**config.mk**
```make
export PLATFORM = sky130hd
export DESIGN_NAME = dns_charstring_text_parser
export DESIGN_NICKNAME = d
export VERILOG_FILES = /design/src/sv/dcsp_pkg.sv /design/src/sv/dcsp_decode.sv /design/src/sv/dcsp_out_reg.sv /design/src/sv/dns_charstring_text_parser.sv
export VERILOG_INCLUDE_DIRS = /design/src /design/src/sv
export SDC_FILE = /design/constraint.sdc
export NUM_CORES = 1
export LEC_CHECK = 0
export ABC_AREA = 1
export BUFFER_PORTS_ARGS = -buffer_cell sky130_fd_sc_hd__buf_2
export CAP_MARGIN = 15
export CORE_UTILIZATION = 55
export DETAILED_ROUTE_END_ITERATION = 12
export PLACE_DENSITY = 0.86
export SYNTH_ARGS = -nofsm -noshare
export SYNTH_HDL_FRONTEND = slang
export SYNTH_SLANG_ARGS = --single-unit
```
**constraint.sdc**
```tcl
create_clock -name clk -period 4.16 [get_ports clk]
set_input_delay 0.208 -clock clk [delete_from_list [all_inputs] [get_ports clk]]
set_output_delay 0.208 -clock clk [all_outputs]
set_load 0.02 [all_outputs]
```
**src/sv/dns_charstring_text_parser_macros.svh**
```systemverilog
// Assertion macros for the DNS character-string text parser.
// No dependencies; taken in by the top level with an include.
`ifndef DNS_CHARSTRING_TEXT_PARSER_MACROS_SVH
`define DNS_CHARSTRING_TEXT_PARSER_MACROS_SVH

// Implication at the same clock edge, ignored during reset.
`define DCSP_ASSERT_NOW(label, clk, rst, ante, cons) \
  label: assert property (@(posedge clk) disable iff (rst) (ante) |-> (cons)) \
    else $error("assertion failed: same-cycle implication");

// Implication into the following clock edge, ignored during reset.
`define DCSP_ASSERT_NEXT(label, clk, rst, ante, cons) \
  label: assert property (@(posedge clk) disable iff (rst) (ante) |=> (cons)) \
    else $error("assertion failed: next-cycle implication");

`endif

```
**src/sv/dcsp_pkg.sv**
```systemverilog
// Shared types and constants for the DNS character-string text parser.
// No dependencies; used by every module of the block.
package dcsp_pkg;

  // Default longest string in octets.
  localparam int MAX_LEN_DEF = 255;

  // Characters that steer the decoder.
  localparam logic [7:0] CH_QUOTE     = 8'h22;
  localparam logic [7:0] CH_BACKSLASH = 8'h5C;
  localparam logic [7:0] CH_SPACE     = 8'h20;
  localparam logic [7:0] CH_ZERO      = 8'h30;
  localparam logic [7:0] CH_NINE      = 8'h39;

  // Largest octet value a decimal escape may spell.
  localparam logic [9:0] OCTET_MAX = 10'd255;

  // Status reported on the word that ends a string.
  typedef enum logic [2:0] {
    ERR_OK        = 3'd0,
    ERR_MISSING   = 3'd1,
    ERR_PREMATURE = 3'd2,
    ERR_BADESC    = 3'd3,
    ERR_RANGE     = 3'd4,
    ERR_LONG      = 3'd5,
    ERR_UNPAIRED  = 3'd6
  } err_t;

  // Decoder phase, one-hot.
  typedef enum logic [5:0] {
    PH_START   = 6'b000001,
    PH_BODY    = 6'b000010,
    PH_ESC     = 6'b000100,
    PH_NUM1    = 6'b001000,
    PH_NUM2    = 6'b010000,
    PH_BADWAIT = 6'b100000
  } phase_t;

  // One result word.
  typedef struct packed {
    logic [7:0] out_byte;
    logic       byte_valid;
    logic       string_done;
    logic       was_quoted;
    logic [2:0] error_code;
  } res_t;

endpackage

```
**src/sv/dcsp_decode.sv**
```systemverilog
// Decoder state and the combinational step that turns one text word into at
// most one result word. Depends on dcsp_pkg.
module dcsp_decode #(
  parameter int MAX_LEN = dcsp_pkg::MAX_LEN_DEF
) (
  input  logic            clk,
  input  logic            rst,
  input  logic            step,
  input  logic [7:0]      in_byte,
  input  logic            end_of_input,
  output logic            emit,
  output dcsp_pkg::res_t  res
);
  import dcsp_pkg::*;

  localparam int CNT_W = $clog2(MAX_LEN + 2);
  localparam logic [CNT_W-1:0] CNT_SAT = CNT_W'(MAX_LEN + 1);
  localparam logic [CNT_W-1:0] CNT_MAX = CNT_W'(MAX_LEN);

  phase_t           phase, phase_next;
  logic             quoted_mode, quoted_mode_next;
  logic [6:0]       escape_value, escape_value_next;
  logic [CNT_W-1:0] byte_count, byte_count_next;

  logic             is_digit;
  logic [3:0]       digit;
  logic [9:0]       acc;
  logic             qm_eff;
  logic [CNT_W-1:0] cnt_eff;
  logic             in_body;
  logic             do_put;
  logic [7:0]       put_val;
  logic             do_fin;
  err_t             fin_err;
  err_t             end_err;

  // Digit decode and the times-ten accumulate.
  assign is_digit = (in_byte >= CH_ZERO) && (in_byte <= CH_NINE);
  assign digit    = 4'(in_byte - CH_ZERO);
  assign acc      = ({3'b000, escape_value} << 3) + ({3'b000, escape_value} << 1)
                    + {6'd0, digit};

  // One decoding step.
  always_comb begin
    phase_next        = phase;
    quoted_mode_next  = quoted_mode;
    escape_value_next = escape_value;
    byte_count_next   = byte_count;
    qm_eff            = quoted_mode;
    cnt_eff           = byte_count;
    in_body           = 1'b0;
    do_put            = 1'b0;
    put_val           = in_byte;
    do_fin            = 1'b0;
    fin_err           = ERR_OK;
    end_err           = ERR_OK;

    case (phase)
      PH_BODY: begin
        in_body = 1'b1;
      end
      PH_ESC: begin
        if (end_of_input) begin
          do_fin  = 1'b1;
          fin_err = ERR_PREMATURE;
        end else if (is_digit) begin
          escape_value_next = {3'b000, digit};
          phase_next        = PH_NUM1;
        end else begin
          do_put = 1'b1;
        end
      end
      PH_NUM1: begin
        if (end_of_input) begin
          do_fin  = 1'b1;
          fin_err = ERR_PREMATURE;
        end else if (is_digit) begin
          escape_value_next = acc[6:0];
          phase_next        = PH_NUM2;
        end else begin
          phase_next = PH_BADWAIT;
        end
      end
      PH_NUM2: begin
        if (end_of_input) begin
          do_fin  = 1'b1;
          fin_err = ERR_PREMATURE;
        end else if (!is_digit) begin
          do_fin  = 1'b1;
          fin_err = ERR_BADESC;
        end else begin
          escape_value_next = '0;
          if (acc > OCTET_MAX) begin
            do_fin  = 1'b1;
            fin_err = ERR_RANGE;
          end else begin
            do_put  = 1'b1;
            put_val = acc[7:0];
          end
        end
      end
      PH_BADWAIT: begin
        do_fin  = 1'b1;
        fin_err = end_of_input ? ERR_PREMATURE : ERR_BADESC;
      end
      default: begin
        // Start of a string; unused codes land here too.
        if (end_of_input) begin
          do_fin  = 1'b1;
          fin_err = ERR_MISSING;
        end else begin
          phase_next        = PH_BODY;
          qm_eff            = 1'b0;
          cnt_eff           = '0;
          escape_value_next = '0;
          byte_count_next   = '0;
          if (in_byte == CH_QUOTE) begin
            quoted_mode_next = 1'b1;
          end else begin
            quoted_mode_next = 1'b0;
            in_body          = 1'b1;
          end
        end
      end
    endcase

    // Ordinary text inside the string.
    end_err = (cnt_eff > CNT_MAX) ? ERR_LONG : ERR_OK;
    if (in_body) begin
      if (end_of_input) begin
        do_fin  = 1'b1;
        fin_err = (end_err == ERR_OK && qm_eff) ? ERR_UNPAIRED : end_err;
      end else if (in_byte == CH_BACKSLASH) begin
        phase_next = PH_ESC;
      end else if (qm_eff && in_byte == CH_QUOTE) begin
        do_fin  = 1'b1;
        fin_err = end_err;
      end else if (!qm_eff && in_byte == CH_SPACE) begin
        do_fin  = 1'b1;
        fin_err = end_err;
      end else begin
        do_put = 1'b1;
      end
    end

    // Build the result word and settle the next state.
    emit            = do_put || do_fin;
    res.out_byte    = do_put ? put_val : 8'd0;
    res.byte_valid  = do_put;
    res.string_done = do_fin;
    res.was_quoted  = qm_eff;
    res.error_code  = do_fin ? fin_err : ERR_OK;
    if (do_put) begin
      phase_next      = PH_BODY;
      byte_count_next = (cnt_eff < CNT_SAT) ? cnt_eff + 1'b1 : cnt_eff;
    end
    if (do_fin) begin
      phase_next        = PH_START;
      quoted_mode_next  = 1'b0;
      escape_value_next = '0;
      byte_count_next   = '0;
    end
  end

  // State registers, advanced once per consumed word.
  always_ff @(posedge clk) begin
    if (rst) begin
      phase        <= PH_START;
      quoted_mode  <= 1'b0;
      escape_value <= '0;
      byte_count   <= '0;
    end else if (step) begin
      phase        <= phase_next;
      quoted_mode  <= quoted_mode_next;
      escape_value <= escape_value_next;
      byte_count   <= byte_count_next;
    end
  end

endmodule

```
**src/sv/dcsp_out_reg.sv**
```systemverilog
// Output register for result words with valid/stall handshake.
// Depends on dcsp_pkg.
module dcsp_out_reg (
  input  logic           clk,
  input  logic           rst,
  input  logic           load,
  input  dcsp_pkg::res_t load_data,
  output logic           ready,
  output logic           out_valid,
  input  logic           out_stall,
  output dcsp_pkg::res_t out_data
);
  import dcsp_pkg::*;

  // Room for a new word when empty or when the held word leaves this cycle.
  assign ready = !out_valid || !out_stall;

  // Valid flag.
  always_ff @(posedge clk) begin
    if (rst) begin
      out_valid <= 1'b0;
    end else if (ready) begin
      out_valid <= load;
    end
  end

  // Payload.
  always_ff @(posedge clk) begin
    if (ready && load) begin
      out_data <= load_data;
    end
  end

endmodule

```
**src/sv/dns_charstring_text_parser.sv**
```systemverilog
// DNS character-string text parser, presentation text to octets.
// Depends on dcsp_pkg, dcsp_decode, dcsp_out_reg and the assertion macro header.
//
// Usage:
//   The input channel (in_valid, in_stall, in_byte, end_of_input) carries one
//   text byte per word, or an end marker with end_of_input high. The output
//   channel (out_valid, out_stall, out_byte, byte_valid, string_done,
//   was_quoted, error_code) carries decoded octets, and one word with
//   string_done high that closes each string and reports its status.
//   A word is moved at a rising edge where valid is high and stall is low.
//   An accepted input word waits in the input register; its result passes
//   through the decoder step into the result register, which drives the output.
//   Throughput: one word per cycle through a single decoder step, unless a result waits for room.
//   Words that produce no result (an opening quote, escape characters) never
//   touch the output register.
//   When the receiver stalls, the result register holds its word and the
//   input register holds a word whose result finds no room; in_stall rises
//   only while a result is waiting for room.
//   A synchronous reset empties both registers and returns the decoder to
//   the start of a string.
module dns_charstring_text_parser #(
  parameter int MAX_LEN = dcsp_pkg::MAX_LEN_DEF
) (
  input  logic       clk,
  input  logic       rst,
  input  logic       in_valid,
  output logic       in_stall,
  input  logic [7:0] in_byte,
  input  logic       end_of_input,
  output logic       out_valid,
  input  logic       out_stall,
  output logic [7:0] out_byte,
  output logic       byte_valid,
  output logic       string_done,
  output logic       was_quoted,
  output logic [2:0] error_code
);
  import dcsp_pkg::*;
  `include "dns_charstring_text_parser_macros.svh"

  logic       s1_valid;
  logic [7:0] s1_byte;
  logic       s1_eoi;
  logic       s1_adv;
  logic       dec_emit;
  res_t       dec_res;
  logic       out_ready;
  res_t       out_data;

  // The held word moves on when it has no result or the output has room.
  assign s1_adv   = s1_valid && (out_ready || !dec_emit);
  assign in_stall = s1_valid && !s1_adv;

  // Input register.
  always_ff @(posedge clk) begin
    if (rst) begin
      s1_valid <= 1'b0;
    end else if (in_valid && !in_stall) begin
      s1_valid <= 1'b1;
    end else if (s1_adv) begin
      s1_valid <= 1'b0;
    end
  end

  always_ff @(posedge clk) begin
    if (in_valid && !in_stall) begin
      s1_byte <= in_byte;
      s1_eoi  <= end_of_input;
    end
  end

  // Decoder step.
  dcsp_decode #(
    .MAX_LEN (MAX_LEN)
  ) u_decode (
    .clk          (clk),
    .rst          (rst),
    .step         (s1_adv),
    .in_byte      (s1_byte),
    .end_of_input (s1_eoi),
    .emit         (dec_emit),
    .res          (dec_res)
  );

  // Result register.
  dcsp_out_reg u_out (
    .clk       (clk),
    .rst       (rst),
    .load      (s1_adv && dec_emit),
    .load_data (dec_res),
    .ready     (out_ready),
    .out_valid (out_valid),
    .out_stall (out_stall),
    .out_data  (out_data)
  );

  assign out_byte    = out_data.out_byte;
  assign byte_valid  = out_data.byte_valid;
  assign string_done = out_data.string_done;
  assign was_quoted  = out_data.was_quoted;
  assign error_code  = out_data.error_code;

  // A result word carries either an octet or the end of a string, never both.
  `DCSP_ASSERT_NOW(a_one_kind, clk, rst, out_valid, byte_valid != string_done)
  // A status other than success only comes with the closing word.
  `DCSP_ASSERT_NOW(a_err_on_done, clk, rst, out_valid && !string_done, error_code == ERR_OK)
  // A held input word is not dropped while its result waits for room.
  `DCSP_ASSERT_NEXT(a_hold_input, clk, rst, s1_valid && !s1_adv, s1_valid)
  // A word without an octet carries zero in out_byte.
  `DCSP_ASSERT_NOW(a_octet_zero, clk, rst, out_valid && !byte_valid, out_byte == 8'd0)

endmodule

```
# After elaboration in Yosys (flattened, before gate mapping)
# Cells that the tools add are included.
# word_totals
register_bits,48
input_bits,13
output_inout_bits,16
wordCells,138
# op_classes
add_sub_neg,4
magnitude_cmp,5
eq_ne,14
n_mux,75
reduce_logical,27
# ops
operator,n
two-way mux 6 bit,10
two-way mux 7 bit,8
two-way mux 9 bit,5
two-way mux 8 bit,4
two-way mux 1 bit,31
two-way mux 3 bit,10
case mux 7 bit (4 select lines),1
case mux 6 bit (3 select lines),1
== test 8 x 6 -> 1 bit (second input constant),2
case mux 3 bit (4 select lines),1
adder 10 x 4 -> 10 bit,1
adder 10 x 8 -> 10 bit,1
> comparator 10 x 8 -> 1 bit (second input constant),1
adder 9 x 1 -> 9 bit (second input constant),1
> comparator 9 x 8 -> 1 bit (second input constant),1
logical AND 1 bit,9
less-than comparator 9 bit (second input constant),1
!= test 3 x 1 -> 1 bit (second input constant),3
== test 8 x 7 -> 1 bit (second input constant),1
greater-or-equal comparator 8 x 6 -> 1 bit (second input constant),1
less-or-equal comparator 8 x 6 -> 1 bit (second input constant),1
== test 6 x 2 -> 1 bit (second input constant),1
== test 6 x 3 -> 1 bit (second input constant),1
== test 6 x 4 -> 1 bit (second input constant),1
17 further kinds,28

# Longest topological paths before layout
# depth
word_depth,21
ltp_mapped,20
mapped_depth_nobuf,20

# Cells and area by module
# A second synthesis with hierarchy kept.
# hier_totals
hier_cells,411
area_unflattened_um2,3191.8
# by_module_without_submodules
mod,instances,cells_per_inst,area_per_inst_um2,seq_area_each_um2
dcsp_decode,1,371,2383.5,460.4
dcsp_out_reg,1,19,464.2,440.4
dns_charstring_text_parser,1,21,344.1,290.3

# Worst setup path before layout
# Ideal clock, no wire load.
# synth_timing
kind,register to register
from,reg s1_byte[3]
to,"reg, netlist name u_out.out_data[0]"
setup_time_ps,374
arrival_ps,2908
required_time_ps,3786
setup_slack_ps,877
stages_incl_launch_ff,16
n_path_buf,0
synth_period_minus_slack_ps,3283
path_cell_list,edfxtp_1 > inv_1 > fa_1 > inv_1 > ha_1 > nand3_1 > nand3_1 > nand2_1 > nand2_1 > nand2_1 > nand2_1 > nand3_2 > nand3_4 > o21ai_4 > nand2_4 > nor2_2
# synth_between
elab_chain_len,18
elab_cells_between_ends,40
classes_between,add/sub: 2; order compare: 3; eq/ne: 3; mux: 23; reduce/logical: 9
# synth_lines
item,line_no,rtl
"start, declared",dns_charstring_text_parser.sv:42,logic [7:0] s1_byte;
"start signal, assigned",dns_charstring_text_parser.sv:67,s1_byte <= in_byte;
subtractor 4 x 1 -> 4 bit,dcsp_decode.sv:39,assign digit = 4'(in_byte - CH_ZERO);
adder 10 x 4 -> 10 bit,dcsp_decode.sv:41,"+ {6'd0, digit};"
> comparator 10 x 8 -> 1 bit,dcsp_decode.sv:93,if (acc > OCTET_MAX) begin
two-way mux 1 bit,dcsp_decode.sv:93,
two-way mux 1 bit,dcsp_decode.sv:88,end else if (!is_digit) begin
two-way mux 1 bit,dcsp_decode.sv:85,if (end_of_input) begin
case mux 1 bit (2 select lines),dcsp_decode.sv:58,case (phase)
two-way mux 1 bit,dcsp_decode.sv:138,end else if (!qm_eff && in_byte == CH_SPACE) begin
[... 3 more ...],-,
two-way mux 1 bit *,dcsp_decode.sv:129,if (in_body) begin
net u_decode.do_put,dcsp_decode.sv:31,logic do_put;
logical OR 1 bit *,dcsp_decode.sv:147,emit = do_put || do_fin;
logical NOT 1 bit,dns_charstring_text_parser.sv:51,assign s1_adv = s1_valid && (out_ready || !dec_emit);
logical OR 1 bit,dns_charstring_text_parser.sv:51,
logical AND 1 bit,dns_charstring_text_parser.sv:51,
logical AND 1 bit *,dns_charstring_text_parser.sv:89,".load (s1_adv && dec_emit),"
logical AND 1 bit *,dcsp_out_reg.sv:29,if (ready && load) begin
# The timed path passes the listed nets; every way through them passes the cells marked *.
# A chain may end at the register's enable or synchronous reset.

# Final worst setup path
# layout_timing
from,reg s1_byte[3]
to,"reg, netlist name u_out.out_data[4]"
# layout_between
elab_chain_len,18
elab_cells_between_ends,40
classes_between,add/sub: 2; order compare: 3; eq/ne: 3; mux: 23; reduce/logical: 9
# layout_lines
item,line_no,rtl
subtractor 4 x 1 -> 4 bit,dcsp_decode.sv:39,
adder 10 x 4 -> 10 bit,dcsp_decode.sv:41,
> comparator 10 x 8 -> 1 bit,dcsp_decode.sv:93,
two-way mux 1 bit,dcsp_decode.sv:93,
two-way mux 1 bit,dcsp_decode.sv:88,
two-way mux 1 bit,dcsp_decode.sv:85,
case mux 1 bit (3 select lines) / case mux 1 bit (2 select lines) (equally long branches),dcsp_decode.sv:58,
two-way mux 1 bit,dcsp_decode.sv:138,
[... 2 more ...],-,
two-way mux 1 bit,dcsp_decode.sv:130,if (end_of_input) begin
two-way mux 1 bit,dcsp_decode.sv:129,
logical OR 1 bit *,dcsp_decode.sv:147,
logical NOT 1 bit,dns_charstring_text_parser.sv:51,
logical OR 1 bit,dns_charstring_text_parser.sv:51,
logical AND 1 bit,dns_charstring_text_parser.sv:51,
logical AND 1 bit *,dns_charstring_text_parser.sv:89,
logical AND 1 bit *,dcsp_out_reg.sv:29,
# Every way passes the cells marked *; elsewhere a longest branch is shown, timed or not.

==> reports/metrics.csv <==
stage,metric,value,unit
power,p_total,0.8906,mW
clock_tree,cts_buffers,5,
detailed_routing,vias_per_cell,5.565,
sta,slew_headroom,54.92,%
clock_tree,clk_latency,300,ps
cells_and_area,seqCellArea,0.001191,mm2
worst_setup_path,crit_top_cell,nand3_1,
worst_setup_path,slowest_stage,fa_1,
logic_synthesis,synthArstFlopShare,0,%
placed_design,io_buffers,28,
clock_tree,cts.sinks,48,
cells_and_area,diodes,0,
run,drv_cap,0,
logic_synthesis,synth.avg_cell_area,7.431,um2
clock_tree,cts_max_level,2,
worst_setup_path,crit_type,reg2reg,
global_route,use_met2,39.29,%
placed_design,placed_cell_area,0.003357,mm2
sta,slew_viol_final,0,
global_route,grt_usage,25.55,%
sta,finClkSkew,11.67,ps
clock_tree,ctsLongestPathBuffers,2,
worst_setup_path,arrival,3530,ps
sta,setup_ws,625.1,ps
worst_setup_path,crit_required,4150,ps
logic_synthesis,ys_ff_latch,48,
floorplan,die_area,0.006077,mm2
clock_tree,postCtsResizedCells,0,
worst_setup_path,r2r_end,u_out.out_data[4],
placed_design,pre_cts_ws,700.4,ps
global_route,met3_usage,4.824,%
worst_setup_path,worst-path-max-fanout,17,
sta,final.min_clock_period,3535,ps
floorplan,initial_core_util,57.27,%
global_route,grt_pass1_wl,12010,um
logic_synthesis,synth-edff-count,23,
global_route,overflow,0,
global_route,grt-busiest-layer,met2,
worst_setup_path,regToRegSetupSlack,630,ps
clock_tree,postCtsHoldBufs,0,
worst_setup_path,slowest_delay,600,ps
cells_and_area,multi_input_area,0.001695,mm2
sta,period_share,84.97,%
logic_synthesis,syn_inst,427,
cells_and_area,filler_cell_count,522,
cells_and_area,layout-drive-gt1-share,16.48,%
min_path,hold_path.startpoint,in_byte[4],
run_status,outcome,completed,
min_path,worstHoldPathCells,1,
sta,setup_tns,0,ps
sta,setup_viol,0,
detailed_routing,drt_iter0_markers,334,
power,power.density,259.1,mW/mm2
clock_tree,path_clk_slew,80,ps
sta,tightest_slew,675.5,ps
min_path,min_to,s1_byte[4],
logic_synthesis,yosysWarnings,0,
clock_tree,cts_setup_buffers,0,
detailed_routing,wirelength,7233,um
cells_and_area,final_area,0.003437,mm2
min_path,worstHoldPathType,in2reg,
global_route,grt_pass1_vias,2595,
floorplan,ios,29,
floorplan,die_w,77.96,um
worst_setup_path,critPathCaptureType,register,
cells_and_area,final_nets,483,
detailed_routing,wl_per_cell,13.72,um
logic_synthesis,yosys_most_used_dff,dfxtp_1,
worst_setup_path,reg2reg_from,s1_byte[3],
worst_setup_path,path_cells,inv_1 -> fa_1 -> inv_1 -> ha_1 -> nand3_1 -> nand3_1 -> nand2_1 -> nand3_1 -> nand2_1 -> nand3_1 -> a21oi_2 -> nand2_4 -> o21ai_4 -> nand2_4 -> nor2_2 -> buf_4,
detailed_routing,ant_nets,0,
cells_and_area,area_growth_syn_to_layout,8.320,%
logic_synthesis,syn_nets,456,
detailed_routing,drtPass1Iterations,5,
sta,rsz0062_at_grt,false,
clock_tree,cts_tree,built,
floorplan,die_h,77.96,um
worst_setup_path,start_kind,register,
logic_synthesis,netlist_area,0.003173,mm2
power,ir_worst_vdd,0.2087,mV
power,cellLeakagePower,1.531,nW
sta,hold_viol_final,0,
logic_synthesis,synth_seq_area_share,37.54,%
detailed_routing,drcViolationCount,0,
placed_design,hpwl,5548,um
worst_setup_path,r2r_cells,16,
clock_tree,cts_root_buffer,clkbuf_8,
detailed_routing,vias,2933,
floorplan,rows,27,
floorplan,core,0.005540,mm2
logic_synthesis,yosysUniqueCellTypes,41,
global_route,gr-usage-met1,36.59,%
sta,max_clock_freq,282.9,MHz
placed_design,gp_congestion,0.9275,
global_route,grt_max_degree,26,
sta,fin_worst_hold_slack,78.74,ps
global_route,antenna_found_initial,0,
==> how the worst max path moves through the flow <==
| stage | from | endpoint | cells past startpoint |
|---|---|---|---|
| 5_1_grt | s1_byte[3] | u_out.out_data[5] | 16 |
| 3_3_place_gp | s1_byte[3] | u_out.out_data[7] | 16 |
| 2_1_floorplan | s1_byte[3] | u_out.out_data[0] | 15 |
| 3_5_place_dp | s1_byte[3] | u_out.out_data[7] | 16 |
| 4_1_cts | s1_byte[3] | u_out.out_data[12] | 16 |
| 6_report | s1_byte[3] | u_out.out_data[4] | 16 |
==> worst max-delay path, delay by kind of cell, from the launching register on <==
kind	cells	cell delay, ps
buffers and inverters	3	400
AO/OA/AOI/OAI	2	450
adder cells (fa/ha/maj)	2	880
flip-flops	1	390
AND/OR/NAND/NOR	9	1100
==> power breakdown <==
group	switching, mW	internal [mW]
clock network	0.146	0.120
registers	0.0136	0.510
logic	0.0714	0.0295
total	0.231	0.659
==> logic make-up (layout without fill, tap and decap cells) <==
family                   count (synthesis)  in the layout  synth area share [%]
AND/OR/NAND/NOR                        222            222                 32.93
flip-flops                              48             48                 37.54
adder cells (fa/ha/maj)                 16             16                 6.782
XOR/XNOR                                 5              5                 1.380
buffers and inverters                   71             99                 9.030
multiplexers                             1              1                0.3155
AO/OA/AOI/OAI                           64             64                 12.03
==> sequential cells by signal, indices dropped and copies added, names as in the netlist <==
| name | flops |
|---|---|
| s1_byte | 8 |
| s1_eoi | 1 |
| s1_valid | 1 |
| u_decode.byte_count | 9 |
| u_decode.escape_value | 7 |
| u_decode.phase | 6 |
| u_decode.quoted_mode | 1 |
| u_out.out_data | 14 |
| u_out.out_valid | 1 |
==> metrics by stage <==
stage,instances,util [%]
6_report,527,62.04
5_1_grt,527,62.04
4_1_cts,527,62.04
3_5_place_dp,519,60.59
3_3_place_gp,519,60.59
2_1_floorplan,427,-
==> cells in the final DEF, fill, tap and decap left out, drive strengths merged <==
cell	netlist	routed
a211oi	1	1
a21boi	2	2
a21oi	36	36
a221oi	1	1
a31oi	2	2
buf	6	29
clkbuf	3	8
dfxtp	25	25
edfxtp	23	23
fa	2	2
ha	14	14
inv	62	62
mux2i	1	1
nand2	118	118
nand3	31	31
nand4	10	10
nor2	57	57
nor3	4	4
o2111ai	1	1
o21ai	17	17
o21bai	2	2
o22ai	1	1
o31ai	1	1
or2	2	2
xnor2	3	3
xor2	2	2
==> cells in the mapped netlist, types with 3 or more instances <==
cell type  count  area share, %
nor2_2        12            2.4
nand3_1       24            3.8
clkbuf_1       3           0.35
inv_2          5           0.59
o21ai_0       12            1.9
nor2_4         3            1.1
edfxtp_1      23             22
nand2_1      111             13
nand3_2        6            1.9
nor2_1        42            5.0
a21oi_1       34            5.4
xnor2_1        3           0.83
nand4_1       10            2.0
ha_1          14            5.5
nand2_4        5            1.8
nor3_1         4           0.63
o21ai_1        3           0.47
dfxtp_1       25             16
inv_1         57            6.7
==> cell type report <==
cell class / count / share of cell area, %
repair buffers: 29 / 4.296
multi-input cells: 308 / 49.33
flip-flops and latches: 48 / 34.66
clock buffers: 8 / 2.330
well taps: 72 / 2.621
inverters: 62 / 6.771
==> routing by layer <==
layer	share of wire (%)	vias up
li1	-	1448
met5	0	-
met3	8.1	17
met1	47	1322
met2	43	146
met4	1.9	0
Power figures use the tool's default switching activity.
